File: src/hdl/spi_register_access_master_defines.svh
// Assertion helpers for the SPI register access master.
// Both sample on aclk and stay quiet while aresetn is low.
`ifndef SPI_REGISTER_ACCESS_MASTER_DEFINES_SVH
`define SPI_REGISTER_ACCESS_MASTER_DEFINES_SVH

// Check a condition in the same cycle as its trigger
`define SRAM_ASSERT_SAME(label, trig, cond, msg) \
    label: assert property (@(posedge aclk) disable iff (!aresetn) (trig) |-> (cond)) \
        else $error(msg);

// Check a condition in the cycle after its trigger
`define SRAM_ASSERT_NEXT(label, trig, cond, msg) \
    label: assert property (@(posedge aclk) disable iff (!aresetn) (trig) |=> (cond)) \
        else $error(msg);

`endif

File: src/hdl/spi_ram_pkg.sv
package spi_ram_pkg;

    // Frame layout: the full command word is 32 bits, the top FRAME_BITS go out
    localparam int unsigned SHIFT_W        = 32;
    localparam int unsigned FRAME_BITS_DEF = 24;

    localparam int unsigned TICK_W    = 8;
    localparam int unsigned ADDR_W    = 7;
    localparam int unsigned BYTE_W    = 8;
    localparam int unsigned CFG_IDX_W = 3;

    localparam int unsigned S_TDATA_W = 24;
    localparam int unsigned M_TDATA_W = 16;

    // Register reset values
    localparam logic [TICK_W-1:0] SETUP_RST = 8'd40;
    localparam logic [TICK_W-1:0] LEAD_RST  = 8'd7;
    localparam logic [TICK_W-1:0] LOW_RST   = 8'd7;
    localparam logic [TICK_W-1:0] HIGH_RST  = 8'd14;
    localparam logic [TICK_W-1:0] IDLE_RST  = 8'd100;

    // Item kinds carried on tuser
    localparam logic KIND_START = 1'b0;
    localparam logic KIND_TICK  = 1'b1;

    typedef enum logic [5:0] {
        PH_IDLE  = 6'b000001,
        PH_SETUP = 6'b000010,
        PH_LEAD  = 6'b000100,
        PH_LOW   = 6'b001000,
        PH_HIGH  = 6'b010000,
        PH_TAIL  = 6'b100000
    } phase_t;

    typedef enum logic [CFG_IDX_W-1:0] {
        CFG_SETUP = 3'd0,
        CFG_LEAD  = 3'd1,
        CFG_LOW   = 3'd2,
        CFG_HIGH  = 3'd3,
        CFG_IDLE  = 3'd4
    } cfg_idx_t;

    typedef struct packed {
        logic cs_n;
        logic sclk;
        logic mosi;
    } pins_t;

    localparam pins_t PINS_IDLE = '{cs_n: 1'b1, sclk: 1'b0, mosi: 1'b0};

endpackage

File: src/hdl/spi_register_access_master.sv
// SPI register access master for single-byte register reads and writes, with
// pin timing driven by tick items. A start item (tuser 0) loads the frame
// (read flag, 7-bit address, data byte) and a tick item (tuser 1) advances
// the timing by one step and returns the pin levels for that tick. Each item
// yields exactly one result. The block takes one item per clock cycle while
// m_tready does not hold a waiting result: an input register and a result
// register enclose one pass of next-state logic, the result register offers
// each result and lets the next item enter while a result waits. Sequence per
// transaction: setup (cs_n high), lead (cs_n low), FRAME_BITS bits of
// low/high sclk with miso sampled on the last high tick, then a tail with
// cs_n high before done. Users write timing registers through the cfg port
// while no transaction is running (unenforced); a start while busy is refused.
`include "spi_register_access_master_defines.svh"

module spi_register_access_master #(
    parameter int unsigned FRAME_BITS = spi_ram_pkg::FRAME_BITS_DEF
) (
    input  logic                                  aclk,
    input  logic                                  aresetn,
    // input transactions
    input  logic                                  s_tvalid,
    output logic                                  s_tready,
    // [0] is_read, [7:1] address, [15:8] write_data, [16] miso, [23:17] zero
    input  logic [spi_ram_pkg::S_TDATA_W-1:0]     s_tdata,
    // [0] kind
    input  logic [0:0]                            s_tuser,
    // result transactions
    output logic                                  m_tvalid,
    input  logic                                  m_tready,
    // [0] cs_n, [1] sclk, [2] mosi, [3] busy_res, [4] done_res,
    // [12:5] read_data, [13] refused, [15:14] zero
    output logic [spi_ram_pkg::M_TDATA_W-1:0]     m_tdata,
    // register writes
    input  logic                                  cfg_valid,
    output logic                                  cfg_ready,
    input  logic [spi_ram_pkg::CFG_IDX_W-1:0]     cfg_index,
    input  logic [spi_ram_pkg::TICK_W-1:0]        cfg_data
);
    import spi_ram_pkg::*;

    localparam int unsigned BIT_CNT_W = $clog2(FRAME_BITS + 1);

    // Configuration registers
    logic [TICK_W-1:0] setup_ticks_reg, lead_ticks_reg, low_ticks_reg;
    logic [TICK_W-1:0] high_ticks_reg, idle_ticks_reg;

    // Input stage
    logic              in_valid_reg;
    logic              in_kind_reg;
    logic              in_is_read_reg;
    logic [ADDR_W-1:0] in_addr_reg;
    logic [BYTE_W-1:0] in_wdata_reg;
    logic              in_miso_reg;

    // Sequencer state
    phase_t                phase_reg, phase_next;
    logic [TICK_W-1:0]     tick_reg, tick_next;
    logic [BIT_CNT_W-1:0]  bit_count_reg, bit_count_next, bit_inc;
    logic [FRAME_BITS-1:0] out_shift_reg, out_shift_next;
    logic [BYTE_W-1:0]     in_shift_reg, in_shift_next;
    pins_t                 pin_levels_reg, pins;

    // Per-item results
    logic              refused, done;
    logic [BYTE_W-1:0] read_data;
    logic              busy;

    logic              out_valid_reg;
    logic [M_TDATA_W-1:0] out_data_reg;

    logic              advance;
    logic [TICK_W:0]   tick_inc;
    logic [TICK_W-1:0] len;
    logic [SHIFT_W-1:0] frame;

    assign advance   = in_valid_reg && (!out_valid_reg || m_tready);
    assign s_tready  = !in_valid_reg || advance;
    assign cfg_ready = 1'b1;
    assign m_tvalid  = out_valid_reg;
    assign m_tdata   = out_data_reg;

    // Take register writes
    always_ff @(posedge aclk) begin
        if (!aresetn) begin
            setup_ticks_reg <= SETUP_RST;
            lead_ticks_reg  <= LEAD_RST;
            low_ticks_reg   <= LOW_RST;
            high_ticks_reg  <= HIGH_RST;
            idle_ticks_reg  <= IDLE_RST;
        end else if (cfg_valid) begin
            unique case (cfg_index)
                CFG_SETUP: setup_ticks_reg <= cfg_data;
                CFG_LEAD:  lead_ticks_reg  <= cfg_data;
                CFG_LOW:   low_ticks_reg   <= cfg_data;
                CFG_HIGH:  high_ticks_reg  <= cfg_data;
                CFG_IDLE:  idle_ticks_reg  <= cfg_data;
                default:   ;
            endcase
        end
    end

    // Capture input transactions
    always_ff @(posedge aclk) begin
        if (!aresetn) begin
            in_valid_reg <= 1'b0;
        end else if (s_tready) begin
            in_valid_reg <= s_tvalid;
        end
    end

    always_ff @(posedge aclk) begin
        if (s_tvalid && s_tready) begin
            in_kind_reg    <= s_tuser[0];
            in_is_read_reg <= s_tdata[0];
            in_addr_reg    <= s_tdata[ADDR_W:1];
            in_wdata_reg   <= s_tdata[ADDR_W+BYTE_W:ADDR_W+1];
            in_miso_reg    <= s_tdata[ADDR_W+BYTE_W+1];
        end
    end

    // Length of the current phase; low and high last at least one tick
    always_comb begin
        unique case (phase_reg)
            PH_SETUP: len = setup_ticks_reg;
            PH_LEAD:  len = lead_ticks_reg;
            PH_LOW:   len = (low_ticks_reg == '0) ? TICK_W'(1) : low_ticks_reg;
            PH_HIGH:  len = (high_ticks_reg == '0) ? TICK_W'(1) : high_ticks_reg;
            PH_TAIL:  len = idle_ticks_reg;
            default:  len = TICK_W'(1);
        endcase
    end

    assign tick_inc = {1'b0, tick_reg} + (TICK_W+1)'(1);
    assign bit_inc  = bit_count_reg + BIT_CNT_W'(1);
    assign frame    = {in_is_read_reg, 8'h00, in_addr_reg, in_wdata_reg, 8'h00};

    // Sequencer next state and pin levels
    always_comb begin
        phase_next     = phase_reg;
        tick_next      = tick_reg;
        bit_count_next = bit_count_reg;
        out_shift_next = out_shift_reg;
        in_shift_next  = in_shift_reg;
        pins           = PINS_IDLE;
        refused        = 1'b0;
        done           = 1'b0;

        if (in_kind_reg == KIND_START) begin
            if (phase_reg == PH_IDLE) begin
                // Load the frame and skip empty setup and lead phases
                out_shift_next = frame[SHIFT_W-1 -: FRAME_BITS];
                in_shift_next  = '0;
                bit_count_next = '0;
                tick_next      = '0;
                if (setup_ticks_reg != '0) begin
                    phase_next = PH_SETUP;
                end else if (lead_ticks_reg != '0) begin
                    phase_next = PH_LEAD;
                end else begin
                    phase_next = PH_LOW;
                end
            end else begin
                pins    = pin_levels_reg;
                refused = 1'b1;
            end
        end else begin
            // Drive pins for the current phase
            unique case (phase_reg)
                PH_LEAD: pins = '{cs_n: 1'b0, sclk: 1'b0, mosi: 1'b0};
                PH_LOW:  pins = '{cs_n: 1'b0, sclk: 1'b0,
                                  mosi: out_shift_reg[FRAME_BITS-1]};
                PH_HIGH: pins = '{cs_n: 1'b0, sclk: 1'b1,
                                  mosi: out_shift_reg[FRAME_BITS-1]};
                default: pins = PINS_IDLE;
            endcase

            if (phase_reg != PH_IDLE) begin
                tick_next = tick_inc[TICK_W-1:0];
                if (tick_inc >= {1'b0, len}) begin
                    tick_next = '0;
                    unique case (phase_reg)
                        PH_SETUP: begin
                            phase_next = (lead_ticks_reg != '0) ? PH_LEAD : PH_LOW;
                        end
                        PH_LEAD: begin
                            phase_next = PH_LOW;
                        end
                        PH_LOW: begin
                            phase_next = PH_HIGH;
                        end
                        PH_HIGH: begin
                            // Sample miso, advance the frame by one bit
                            in_shift_next  = {in_shift_reg[BYTE_W-2:0], in_miso_reg};
                            out_shift_next = {out_shift_reg[FRAME_BITS-2:0], 1'b0};
                            bit_count_next = bit_inc;
                            if (bit_inc == BIT_CNT_W'(FRAME_BITS)) begin
                                if (idle_ticks_reg != '0) begin
                                    phase_next = PH_TAIL;
                                end else begin
                                    phase_next = PH_IDLE;
                                    done       = 1'b1;
                                end
                            end else begin
                                phase_next = PH_LOW;
                            end
                        end
                        PH_TAIL: begin
                            phase_next = PH_IDLE;
                            done       = 1'b1;
                        end
                        default: begin
                            phase_next = PH_IDLE;
                        end
                    endcase
                end
            end
        end

        busy      = (phase_next != PH_IDLE);
        read_data = done ? in_shift_next : '0;
    end

    // Commit sequencer state as each item passes
    always_ff @(posedge aclk) begin
        if (!aresetn) begin
            phase_reg      <= PH_IDLE;
            tick_reg       <= '0;
            bit_count_reg  <= '0;
            out_shift_reg  <= '0;
            in_shift_reg   <= '0;
            pin_levels_reg <= PINS_IDLE;
        end else if (advance) begin
            phase_reg      <= phase_next;
            tick_reg       <= tick_next;
            bit_count_reg  <= bit_count_next;
            out_shift_reg  <= out_shift_next;
            in_shift_reg   <= in_shift_next;
            pin_levels_reg <= pins;
        end
    end

    // Hold the result until the downstream side takes it
    always_ff @(posedge aclk) begin
        if (!aresetn) begin
            out_valid_reg <= 1'b0;
        end else if (advance) begin
            out_valid_reg <= 1'b1;
        end else if (m_tready) begin
            out_valid_reg <= 1'b0;
        end
    end

    always_ff @(posedge aclk) begin
        if (advance) begin
            out_data_reg <= {2'b00, refused, read_data, done, busy,
                             pins.mosi, pins.sclk, pins.cs_n};
        end
    end

    // Checks
    `SRAM_ASSERT_SAME(a_refused_busy, out_valid_reg && out_data_reg[13], out_data_reg[3],
        "refused start reported while not busy")
    `SRAM_ASSERT_SAME(a_done_not_busy, out_valid_reg && out_data_reg[4], !out_data_reg[3],
        "done reported while still busy")
    `SRAM_ASSERT_SAME(a_bit_count_bound, 1'b1, bit_count_reg <= BIT_CNT_W'(FRAME_BITS),
        "bit count ran past the frame length")
    `SRAM_ASSERT_NEXT(a_start_goes_busy,
        advance && in_kind_reg == KIND_START && phase_reg == PH_IDLE,
        phase_reg != PH_IDLE, "accepted start did not leave idle")

endmodule
File: config.mk
export PLATFORM = sky130hd
export DESIGN_NAME = spi_register_access_master
export DESIGN_NICKNAME = d
export VERILOG_FILES = /design/src/hdl/spi_ram_pkg.sv /design/src/hdl/spi_register_access_master.sv
export VERILOG_INCLUDE_DIRS = /design/src /design/src/hdl
export SDC_FILE = /design/constraint.sdc
export NUM_CORES = 1
export LEC_CHECK = 0
export BUFFER_PORTS_ARGS = -buffer_cell sky130_fd_sc_hd__clkbuf_2
export CELL_PAD_IN_SITES_DETAIL_PLACEMENT = 1
export CELL_PAD_IN_SITES_GLOBAL_PLACEMENT = 1
export CORE_MARGIN = 1.5
export CORE_UTILIZATION = 40
export CTS_BUF_LIST = sky130_fd_sc_hd__clkbuf_16
export DETAILED_ROUTE_END_ITERATION = 12
export PLACE_DENSITY_LB_ADDON = 0.05
export SYNTH_ARGS = -nofsm -noshare
export SYNTH_HDL_FRONTEND = slang
export SYNTH_SLANG_ARGS = --single-unit
File: constraint.sdc
create_clock -name aclk -period 5.15 [get_ports aclk]
set_input_delay 1.03 -clock aclk [delete_from_list [all_inputs] [get_ports aclk]]
set_output_delay 1.03 -clock aclk [all_outputs]
set_load 0.01 [all_outputs]
==> results.md, run 1 <==
* Worst hold stages at 2
* CTS sink count at 128
* Pwr Density at 366.9 nW/µm²
* Fill count at between 1500 and 2000
* Most frequent cells in the layout: nand2_1, dfxtp_1, a21oi_1, nor2_1, clkbuf_2
* Critical Path Source Type: flop
* Num ports at 60
* Routability cong. at around 0.79
* Synth cell types at 59
* Sw Ratio at 0.2382
* Maximum fanout along the worst path at 10
* Setup CP Type: flop to flop
* Reg2Reg Depth at 13
* First-pass GRT wire length at about 25 mm
* Crit path DAT at between 4 and 5 ns
* Layout Utilization at 0.4812
* Via count at 4851
* Cells after synthesis at 639
* Max FFs per register at 24
* Cell Area, Synth at 5753 µm²
* N_diodes at 0
* Final setup viols at 0
* Fmax at 248.1 MHz
* Initial antenna violation count at 0
* Max-Cap Viols at 0
* Ratio of cells with drive above 1 in the final layout at 0.1441
* Detail Route Antenna Nets at 0
* Yosys top cell by area: dfxtp_1
* Via density at 5.595
* Fin Hold WS at 0.4632 ns
* Post-cts resize count at 0
* RSZ-0062 raised after global routing: false
* HPWL Detailed at around 11 mm
* Buffer type at the clock tree root: clkbuf_16
* Area of the core at 13930 µm²
* Synth top area share at 0.3341
* Worst setup EP type: flop
* Most common cell after layout, fill and taps aside: nand2_1
* Worst Path Required at around 5.4 ns
* Psw at slightly below 600 µW
* Status: finished, final reports clean
* Register area share after synthesis at 0.5011
* Detailed Route Iter0 Violations at 332
* WL/cell at 17.90 µm
* Chip width at roughly 120 µm
* Sequential power share at 0.440
* # DRC at 0
* Leakage at 0.002522 µW
* Top cells by area, synth: dfxtp_1, edfxtp_1, nand2_1, a21oi_1, nand3_1
* Fin cells at between 800 and 900
* Peak supply drop at 0.2013 mV
* WL final at 15.52 mm
* Clock Power Share at 0.504
* Placed Instances at around 840
* Combinational Power Share at 0.056
* Int Pwr at 1874 µW
* CTS Buf Count at 17
* Max transition margin at 0.4361
* Site Rows at between 40 and 50
* Min cycle time layout at around 4 ns
* Final Cycle Share at 0.7826
* H-tree depth at 4
* Dominant synthesized flop cell: dfxtp_1
* Clock latency on the worst-skew pair at 0.43 ns
* Max-slew violations at 0
* Setup TNS Final at 0 ns
* Synth Area per Inst at 9.003 µm²
* Initial core utilization at 0.4129
* Number of setup buffers added after CTS at 0
* Largest net degree at the start of global routing at 40
* Chip height at 122.9 µm
* Async SR Flop Fraction at 0
* TritonCTS clock tree: yes
* Final Hold Viols at 0
* I/O Buffers at just under 50
* Initial DRT Pass Iterations at 6
* CTS clk-pin slew, worst paths at 0.06 ns
* Clk_skew at 0.01223 ns
* CTS Hold Bufs at 0
* Tot Pwr at 2460 µW
* Seq cells post-synth at around 130
* Number of flops mapped to enable cells by yosys at 32
* Total GRT Usage at 0.2198
* Vias in the first global route at just under 5000
* # nets final at about 730
* Yosys warns at 0
* HP Class: flop to flop
* Max Buffers Root-to-Sink at 2
* Tightest Pin Transition at 0.8459 ns
* Layout area overhead at 16.55%
* Die footprint at 15110 µm²
* Grt ovf at 0
## worst max-delay path, cell delays in order, from the launching register on
cell      delay (ns)
dfxtp_1         0.39
or4_1           0.63
nor3b_1         0.29
buf_4           0.22
a222oi_1        0.11
inv_1           0.08
a221oi_1        0.06
ha_1            0.34
nand2_1         0.05
o21ai_0         0.22
nand4_1         0.44
a21oi_1         0.71
nand2_1         0.13
a21oi_1         0.17
## Yosys cell counts, types with 9 or more instances
library cell,number
nor2_1,50
clkbuf_1,27
edfxtp_1,32
nand3_1,42
o21ai_0,15
mux2i_1,16
a21oi_1,54
a22oi_1,19
a211oi_1,18
nor4_1,9
ha_1,11
dfxtp_1,96
nand2_1,112
inv_1,16
## worst paths after layout
check	startpoint	end	slack, ns
hold / removal	high_ticks_reg[0]	high_ticks_reg[0]	0.46
setup / recovery	phase_reg[1]	m_tdata[5]	1.12
hold reg to reg	high_ticks_reg[0]	high_ticks_reg[0]	0.46
setup reg to reg	phase_reg[1]	m_tdata[5]	1.12
## area by class of cell
| type | count | area (µm²) | area share |
|---|---|---|---|
| sequential | 128 | 2883 | 0.4299 |
| multi-input combinational | 453 | 2620 | 0.3907 |
| clock buffer | 17 | 425.4 | 0.06344 |
| timing repair buffer | 57 | 305.3 | 0.04553 |
| tap | 180 | 225.2 | 0.03359 |
| clock inverter | 15 | 182.7 | 0.02724 |
| inverter | 17 | 63.81 | 0.009517 |
## layer usage
layer  GRT usage  wire length (µm)  part of all wire
met5           0                 0                 0
met4     0.08430               280             0.018
met3     0.04244               506             0.033
met2      0.3684              7485              0.48
met1      0.2797              7245              0.47
## power by group through the flow
stage          clock network [µW]  logic, µW  registers, µW
6_report                     1240        137           1080
3_5_place_dp                    0        138           1110
4_1_cts                      1260        139           1080
2_1_floorplan                   0       90.9           1100
5_1_grt                      1300        155           1090
3_3_place_gp                    0        133           1100
## kinds of logic (layout without fill, tap and decap cells)
logic type | after synthesis | after routing | synth area share
AOI/OAI and AO/OA | 149 | 149 | 0.1744
xor gates and xnor gates | 7 | 7 | 0.01066
adders and majority gates | 11 | 11 | 0.02392
buffers and inverters | 59 | 106 | 0.04415
DFF | 128 | 128 | 0.5011
muxes | 16 | 16 | 0.02784
other | 2 | 3 | 0.001305
and+or+nand+nor | 267 | 267 | 0.2166
## stage by stage
| step | area, µm² | setup slack (ns) |
|---|---|---|
| final | 6705 | 1.120 |
| after floorplan | 5757 | 1.278 |
| after global placement | 6097 | 1.343 |
| after global routing | 6705 | 0.7799 |
| after detailed placement | 6097 | 1.166 |
| after CTS | 6705 | 1.155 |
Note: power is estimated with default switching activity, not from simulation.
==> inputs of run 2 (changes only) <==
--- a/config.mk
+++ b/config.mk
@@ -6,6 +6,7 @@
 export SDC_FILE = /design/constraint.sdc
 export NUM_CORES = 1
 export LEC_CHECK = 0
+export ABC_AREA = 1
 export BUFFER_PORTS_ARGS = -buffer_cell sky130_fd_sc_hd__clkbuf_2
 export CELL_PAD_IN_SITES_DETAIL_PLACEMENT = 1
 export CELL_PAD_IN_SITES_GLOBAL_PLACEMENT = 1
==> constraint.sdc (replaced) <==
create_clock -name aclk -period 3.8 [get_ports aclk]
set_input_delay 0.76 -clock aclk [delete_from_list [all_inputs] [get_ports aclk]]
set_output_delay 0.76 -clock aclk [all_outputs]
set_load 0.01 [all_outputs]
==> run 2 against run 1 <==
Sequential share of layout area fell by 2.4 points. Cell count rose by 22%. First-iteration DRC count fell by 11%. Routed wire length rose by 6.0%. Hold slack got worse by 0.0062 ns. Sequential power rose by 39%. Utilization rose by 0.20 points. Die area rose by 6.0%. Largest cell class unchanged. Largest power group unchanged.
==> results.md, run 2 <==
* Crit path DAT at 3.66 ns (-0.62 ns)
* Hold EP: high_ticks_reg[0]
* Reg2Reg Capture Point: bit_count_reg[4]
* Max FFs per register at 24 (unchanged)
* Async SR Flop Fraction at 0 (unchanged)
* Compound-Gate Fraction of Synth Area at 0.1443 (-0.03013)
* CTS Buf Count at 17 (unchanged)
* WL final at 16.46 mm (+6.0%)
* Total GRT Usage at 0.2192 (-0.0005866)
* CTS clk-pin slew, worst paths at 0.06 ns (about the same)
* I/O Buffers at 49 (unchanged)
* RSZ-0062 raised after global routing: false
* Adder-cell share of the synthesized area at 0.02255 (-0.001378)
* Peak supply drop at 0.2945 mV (+46%)
* Fmax at 297.7 MHz (+20%)
* Seq cells post-synth at 128 (unchanged)
* Die footprint at 16010 µm² (+6.0%)
* Initial DRT Pass Iterations at 5 (-1)
* Psw at 923.1 µW (+58%)
* Clock latency on the worst-skew pair at 0.42 ns (about the same)
* Worst Path Required at 4.10 ns (-1.30 ns)
* Detailed Route Iter0 Violations at 295 (-11%)
* Buffer type at the clock tree root: clkbuf_16
* Fin cells at 1056 (+22%)
* Via count at 5535 (+14%)
* DP Area at 6545 µm² (+7.3%)
* Num ports at 60 (unchanged)
* Chip width at 126.5 µm (+2.9%)
* Setup CP Type: flop to flop
* Synth Area per Inst at 7.518 µm² (-16%)
* Combinational Power Share at 0.125 (+0.069)
* First-pass GRT wire length at 27.86 mm (+10%)
* H-tree depth at 4 (unchanged)
* Max-slew violations at 0 (unchanged)
* Pwr Density at 493.4 nW/µm² (+34%)
* Placed Instances at 1025 (+23%)
* Top cells by area, synth: dfxtp_1, edfxtp_1, nand2_1, inv_1, a21oi_1
* Max Buffers Root-to-Sink at 2 (unchanged)
* Int Pwr at 2581 µW (+38%)
* Register area share after synthesis at 0.4722 (-0.02886)
* Maximum fanout along the worst path at 44 (+34)
* Synth top area share at 0.3148 (-0.01924)
* HPWL Detailed at 11.49 mm (+7.2%)
* CTS Hold Bufs at 0 (unchanged)
* Initial antenna violation count at 0 (unchanged)
* Layout Utilization at 0.4831 (+0.001957)
* Ratio of cells with drive above 1 in the final layout at 0.1227 (-0.02140)
* Min-Delay Startpoint: high_ticks_reg[0]
* Simple-Gate Fraction of Synth Area at 0.2582 (+0.04163)
* Synth cell types at 40 (-32%)
* Xor/xnor share of the synthesized area at 0.01148 (+0.0008210)
* Status: finished, final reports clean
* Initial core utilization at 0.4153 (+0.002447)
* # nets final at 912 (+26%)
* Via density at 5.241 (-6.3%)
* Leakage at 0.003158 µW (+25%)
* Vias in the first global route at 5705 (+17%)
* # DRC at 0 (unchanged)
* Clk_skew at 0.008726 ns (-0.003503 ns)
* CTS sink count at 128 (unchanged)
* Reg2reg start: phase_reg[0]
* Site Rows at 44 (+2.3%)
* Yosys top cell by area: dfxtp_1
* WL/cell at 15.58 µm (-13%)
* Design area at 7102 µm² (+5.9%)
* HP Class: flop to flop
* Sw Ratio at 0.2635 (+0.02527)
* Clock Power Share at 0.446 (-0.058)
* Final setup viols at 0 (unchanged)
* Cell Area, Synth at 6105 µm² (+6.1%)
* Routability cong. at 0.7980 (+0.68%)
* Number of setup buffers added after CTS at 0 (unchanged)
* Largest net degree at the start of global routing at 45 (+13%)
* Most frequent cells in the layout: nand2_1, inv_1, dfxtp_1, nor2_1, a21oi_1
* Worst hold stages at 2 (unchanged)
* Most frequent cells after synthesis: nand2_1, dfxtp_1, inv_1, nor2_1, a21oi_1
* Dominant synthesized flop cell: dfxtp_1
* Final Hold Viols at 0 (unchanged)
* Yosys warns at 0 (unchanged)
* Final Cycle Share at 0.8840 (+0.1014)
* Layout area overhead at 16.34%
* Mux contribution to synthesized area at 0 (-0.02784)
* Tightest Pin Transition at 0.7462 ns (-0.09968 ns)
* Max-Cap Viols at 0 (unchanged)
* Area of the core at 14700 µm² (+5.5%)
* Chip height at 126.5 µm (+2.9%)
* Post-cts resize count at 0 (unchanged)
* Max transition margin at 0.5020 (+0.06590)
* Critical Path Source Type: flop
* Cells after synthesis at 812 (+27%)
* Reg2Reg Depth at 18 (+5)
* Detail Route Antenna Nets at 0 (unchanged)
* Combinational family with the most area after synthesis: simple AND/OR/NAND/NOR gates
* Most frequent cell after synthesis: nand2_1
* Most common cell after layout, fill and taps aside: nand2_1
* Grt ovf at 0 (unchanged)
* Worst setup EP type: flop
* Number of flops mapped to enable cells by yosys at 32 (unchanged)
* Sequential power share at 0.428 (-0.012)
* N_diodes at 0 (unchanged)
* Setup TNS Final at 0 ns (unchanged)
* R2r setup slk at 0.44 ns (-0.68 ns)
* TritonCTS clock tree: yes
* Min cycle time layout at 3.359 ns (-0.6711 ns)
-- run 2: cell types whose count changed in the layout (fill, tap and decap cells not counted), sizes merged, moves of 9 or more --
cell / delta
a21oi: +17
nor2: +29
nor4: -9
o21ai: +46
a211oi: -16
nand3: +14
mux2i: -16
a22oi: -19
buf: +9
inv: +85
nand4: +14
nand2: +88
-- run 2: worst max path at each step --
| stage | cells past startpoint | end | startpoint |
|---|---|---|---|
| after floorplan | 21 | m_tdata[10] | phase_reg[0] |
| after global placement | 18 | bit_count_reg[4] | phase_reg[0] |
| after detailed placement | 18 | bit_count_reg[4] | phase_reg[0] |
| after CTS | 18 | bit_count_reg[4] | phase_reg[0] |
| after global routing | 18 | bit_count_reg[4] | phase_reg[0] |
| final | 18 | bit_count_reg[4] | phase_reg[0] |
-- run 2: area by class of cell --
type / count / area (µm²)
Clock buffer: 18 / 450.4
Inverter: 102 / 382.9
Tap cell: 184 / 230.2
Sequential cell: 128 / 2883
Clock inverter: 13 / 106.4
Multi-Input combinational cell: 545 / 2676
Timing Repair Buffer: 66 / 372.9
Fill cell: 1836 / 7597
-- run 2: metrics by stage --
| step | hold WS [ns] | setup slack (ns) | total power [µW] |
|---|---|---|---|
| 2_1_floorplan | 0.4290 | 1.098 | 1821 |
| 3_3_place_gp | 0.4441 | 0.5243 | 1951 |
| 3_5_place_dp | 0.4518 | 0.4155 | 1972 |
| 4_1_cts | 0.4590 | 0.3965 | 3541 |
| 5_1_grt | 0.4835 | 0.03361 | 3662 |
| 6_report | 0.4570 | 0.4408 | 3504 |
-- run 2: cell families after synthesis --
logic type	Yosys count
compound gates	160
xor+xnor	8
fa+ha+maj	11
buf+inv	140
flops	128
other cells	2
simple gates	363
-- run 2: worst max-delay path, stage by stage, from the launching register on --
cell	delay, ns
dfxtp_1	0.38
nor2_2	0.22
nand4_1	0.39
inv_1	0.23
nand2_1	0.07
o221ai_1	0.09
a221oi_1	0.11
ha_1	0.31
nand2_1	0.06
nor2_1	0.11
nand2_1	0.07
nand3_1	0.09
nand2_1	0.06
nand2_1	0.05
nand2_1	0.11
nand3_2	0.12
nand3_4	0.39
o21ai_0	0.31
nor2_1	0.06
-- run 2: power groups by stage --
stage	clock (µW)	combinational, µW	sequential (µW)
detailed placement	0	442	1530
floorplan	0	297	1520
global route	1650	501	1510
CTS	1590	447	1500
finish	1560	439	1500
global placement	0	425	1530
-- run 2: routing by layer --
metal,wire [µm],part of all wire,up-vias,global-route usage
met1,7657,0.47,2676,0.2638
met2,8090,0.49,66,0.3838
met3,357,0.022,29,0.04218
met5,0,0,-,0
li1,-,-,2764,-
met4,350,0.021,0,0.09195
==> inputs of run 3 (changes only) <==
--- a/config.mk
+++ b/config.mk
@@ -7,6 +7,7 @@
 export NUM_CORES = 1
 export LEC_CHECK = 0
 export ABC_AREA = 1
+export ABC_CLOCK_PERIOD_IN_PS = 3300
 export BUFFER_PORTS_ARGS = -buffer_cell sky130_fd_sc_hd__clkbuf_2
 export CELL_PAD_IN_SITES_DETAIL_PLACEMENT = 1
 export CELL_PAD_IN_SITES_GLOBAL_PLACEMENT = 1
==> constraint.sdc (replaced) <==
create_clock -name aclk -period 3.3 [get_ports aclk]
set_input_delay 0.66 -clock aclk [delete_from_list [all_inputs] [get_ports aclk]]
set_output_delay 0.66 -clock aclk [all_outputs]
set_load 0.01 [all_outputs]
==> run 3 against run 2 <==
Setup slack worse by 0.15 ns. Combinational power up 17%. Routed wire length up 1.5%. Register-to-register slack worse by 0.15 ns. Critical endpoint is now out_shift_reg[4].
==> results.md, run 3 (synthesis results as in run 2) <==
* Critical Path Source Type: flop
* Detailed Route Iter0 Violations at 233 (-21%)
* Pre-CTS WS at 0.07941 ns (-0.3361 ns)
* Site Rows at 44 (unchanged)
* Chip height at 126.5 µm (unchanged)
* Initial core utilization at 0.4153 (unchanged)
* Total GRT Usage at 0.2183 (-0.0009035)
* Worst setup EP type: flop
* Initial antenna violation count at 0 (unchanged)
* Final setup viols at 0 (unchanged)
* Post-cts resize count at 0 (unchanged)
* HP Class: input port to flop
* Setup TNS Final at 0 ns (unchanged)
* HPWL Detailed at 11.45 mm (-0.32%)
* First-pass GRT wire length at 27.59 mm (-0.94%)
* Layout area overhead at 17.98%
* Most common cell after layout, fill and taps aside: nand2_1
* TritonCTS clock tree: yes
* Psw at 1048 µW (+13%)
* Detail Route Antenna Nets at 0 (unchanged)
* Int Pwr at 3005 µW (+16%)
* H-tree depth at 4 (unchanged)
* # DRC at 0 (unchanged)
* Grt ovf at 0 (unchanged)
* Area of the core at 14700 µm² (unchanged)
* Final Hold Viols at 0 (unchanged)
* Reg2Reg Capture Point: out_shift_reg[4]
* Fmax at 332.0 MHz (+12%)
* Min cycle time layout at 3.012 ns (-0.3476 ns)
* WL/cell at 15.75 µm (+1.1%)
* Final Cycle Share at 0.9126 (+0.02862)
* Chip width at 126.5 µm (unchanged)
* Max transition margin at 0.4841 (-0.01785)
* Number of setup buffers added after CTS at 0 (unchanged)
* Sw Ratio at 0.2585 (-0.004927)
* Die footprint at 16010 µm² (unchanged)
* Num ports at 60 (unchanged)
* N_diodes at 0 (unchanged)
* Worst Setup EP: out_shift_reg[4]
* Pwr Density at 562.7 nW/µm² (+14%)
* Clock latency on the worst-skew pair at 0.42 ns (about the same)
* Reg2Reg Depth at 18 (unchanged)
* Sequential power share at 0.427 (about the same)
* Most frequent cells in the layout: nand2_1, inv_1, dfxtp_1, nor2_1, a21oi_1
* I/O Buffers at 49 (unchanged)
* CTS Buf Count at 17 (unchanged)
* Max-slew violations at 0 (unchanged)
* Critical Path Source: phase_reg[5]
* Initial DRT Pass Iterations at 4 (-1)
* Setup CP Type: flop to flop
* # nets final at 915 (+0.33%)
* CTS Hold Bufs at 0 (unchanged)
* WL final at 16.70 mm (+1.5%)
* Combinational Power Share at 0.127 (+0.002)
* Routability cong. at 0.8022 (+0.53%)
* Max Buffers Root-to-Sink at 2 (unchanged)
* Max-Cap Viols at 0 (unchanged)
* Clock Power Share at 0.447 (about the same)
* Via count at 5483 (-0.94%)
* Maximum fanout along the worst path at 21 (-52%)
* R2r setup slk at 0.29 ns (-0.15 ns)
* CTS sink count at 128 (unchanged)
* Worst Path Required at 3.61 ns (-0.49 ns)
* Peak supply drop at 0.4035 mV (+37%)
* Max FFs per register at 24 (unchanged)
* Vias in the first global route at 5568 (-2.4%)
* Largest net degree at the start of global routing at 62 (+38%)
* RSZ-0062 raised after global routing: false
* CTS clk-pin slew, worst paths at 0.06 ns (about the same)
* Crit path DAT at 3.32 ns (-0.34 ns)
* Fin Hold WS at 0.4141 ns (-0.04290 ns)
* Leakage at 0.003201 µW (+1.4%)
* Tightest Pin Transition at 0.7730 ns (+0.02674 ns)
* Reg2reg start: phase_reg[5]
* Ratio of cells with drive above 1 in the final layout at 0.1313 (+0.008572)
* Clk_skew at 0.01051 ns (+0.001786 ns)
* Status: finished, final reports clean
* Buffer type at the clock tree root: clkbuf_16
* Final worst slack at 0.2883 ns (-0.1524 ns)
* Via density at 5.173 (-1.3%)
run 3: per-layer routing:
metal / global-route usage / routed length, µm
met4: 0.05815 / 210
met1: 0.2696 / 7749
met3: 0.05356 / 397
met2: 0.3809 / 8339
met5: 0 / 0
run 3: per-stage QoR:
stage / area [µm²] / util / total power (µW) / cells
final: 7202 / 0.4900 / 4053 / 1060
after global routing: 7202 / 0.4900 / 4238 / 1060
after CTS: 7137 / 0.4855 / 4082 / 1059
after detailed placement: 6573 / 0.4471 / 2267 / 1027
after global placement: 6573 / 0.4471 / 2244 / 1027
after floorplan: 6108 / - / 2097 / 813
run 3: final cells by class:
class                      instances  area, µm²
clock buffer                      17      425.4
clock inverter                    15      138.9
fill                            1838       7497
inverter                         102      382.9
multi-input combinational        545       2710
sequential                       128       2885
tap                              184      230.2
timing repair buffer              69      429.2
run 3: power groups by stage:
stage | registers, µW | logic [µW] | clock network (µW)
6_report | 1730 | 514 | 1810
5_1_grt | 1740 | 585 | 1920
4_1_cts | 1730 | 512 | 1840
3_5_place_dp | 1760 | 507 | 0
3_3_place_gp | 1760 | 487 | 0
2_1_floorplan | 1760 | 341 | 0
run 3: worst min path at each step:
stage                            from           endpoint  depth (start not counted)
detailed placement  high_ticks_reg[0]  high_ticks_reg[0]                          2
CTS                        s_tdata[7]     in_addr_reg[6]                          1
finish                     s_tdata[5]     in_addr_reg[4]                          1
global placement    high_ticks_reg[0]  high_ticks_reg[0]                          2
global route               s_tdata[1]     in_addr_reg[0]                          1
floorplan           high_ticks_reg[0]  high_ticks_reg[0]                          2
run 3: critical path, cell delays in order (launching register included):
cell	delay [ns]
dfxtp_1	0.36
nor2_4	0.19
nand4_1	0.25
buf_4	0.25
o22ai_1	0.19
a211oi_2	0.10
ha_1	0.30
nand2_1	0.07
nor2_1	0.10
nand2_1	0.06
nand3_1	0.08
nand2_1	0.06
nand2_1	0.05
nand2_1	0.13
nand3_2	0.16
nand3_4	0.13
clkbuf_16	0.23
nor2_1	0.12
nor2_1	0.07
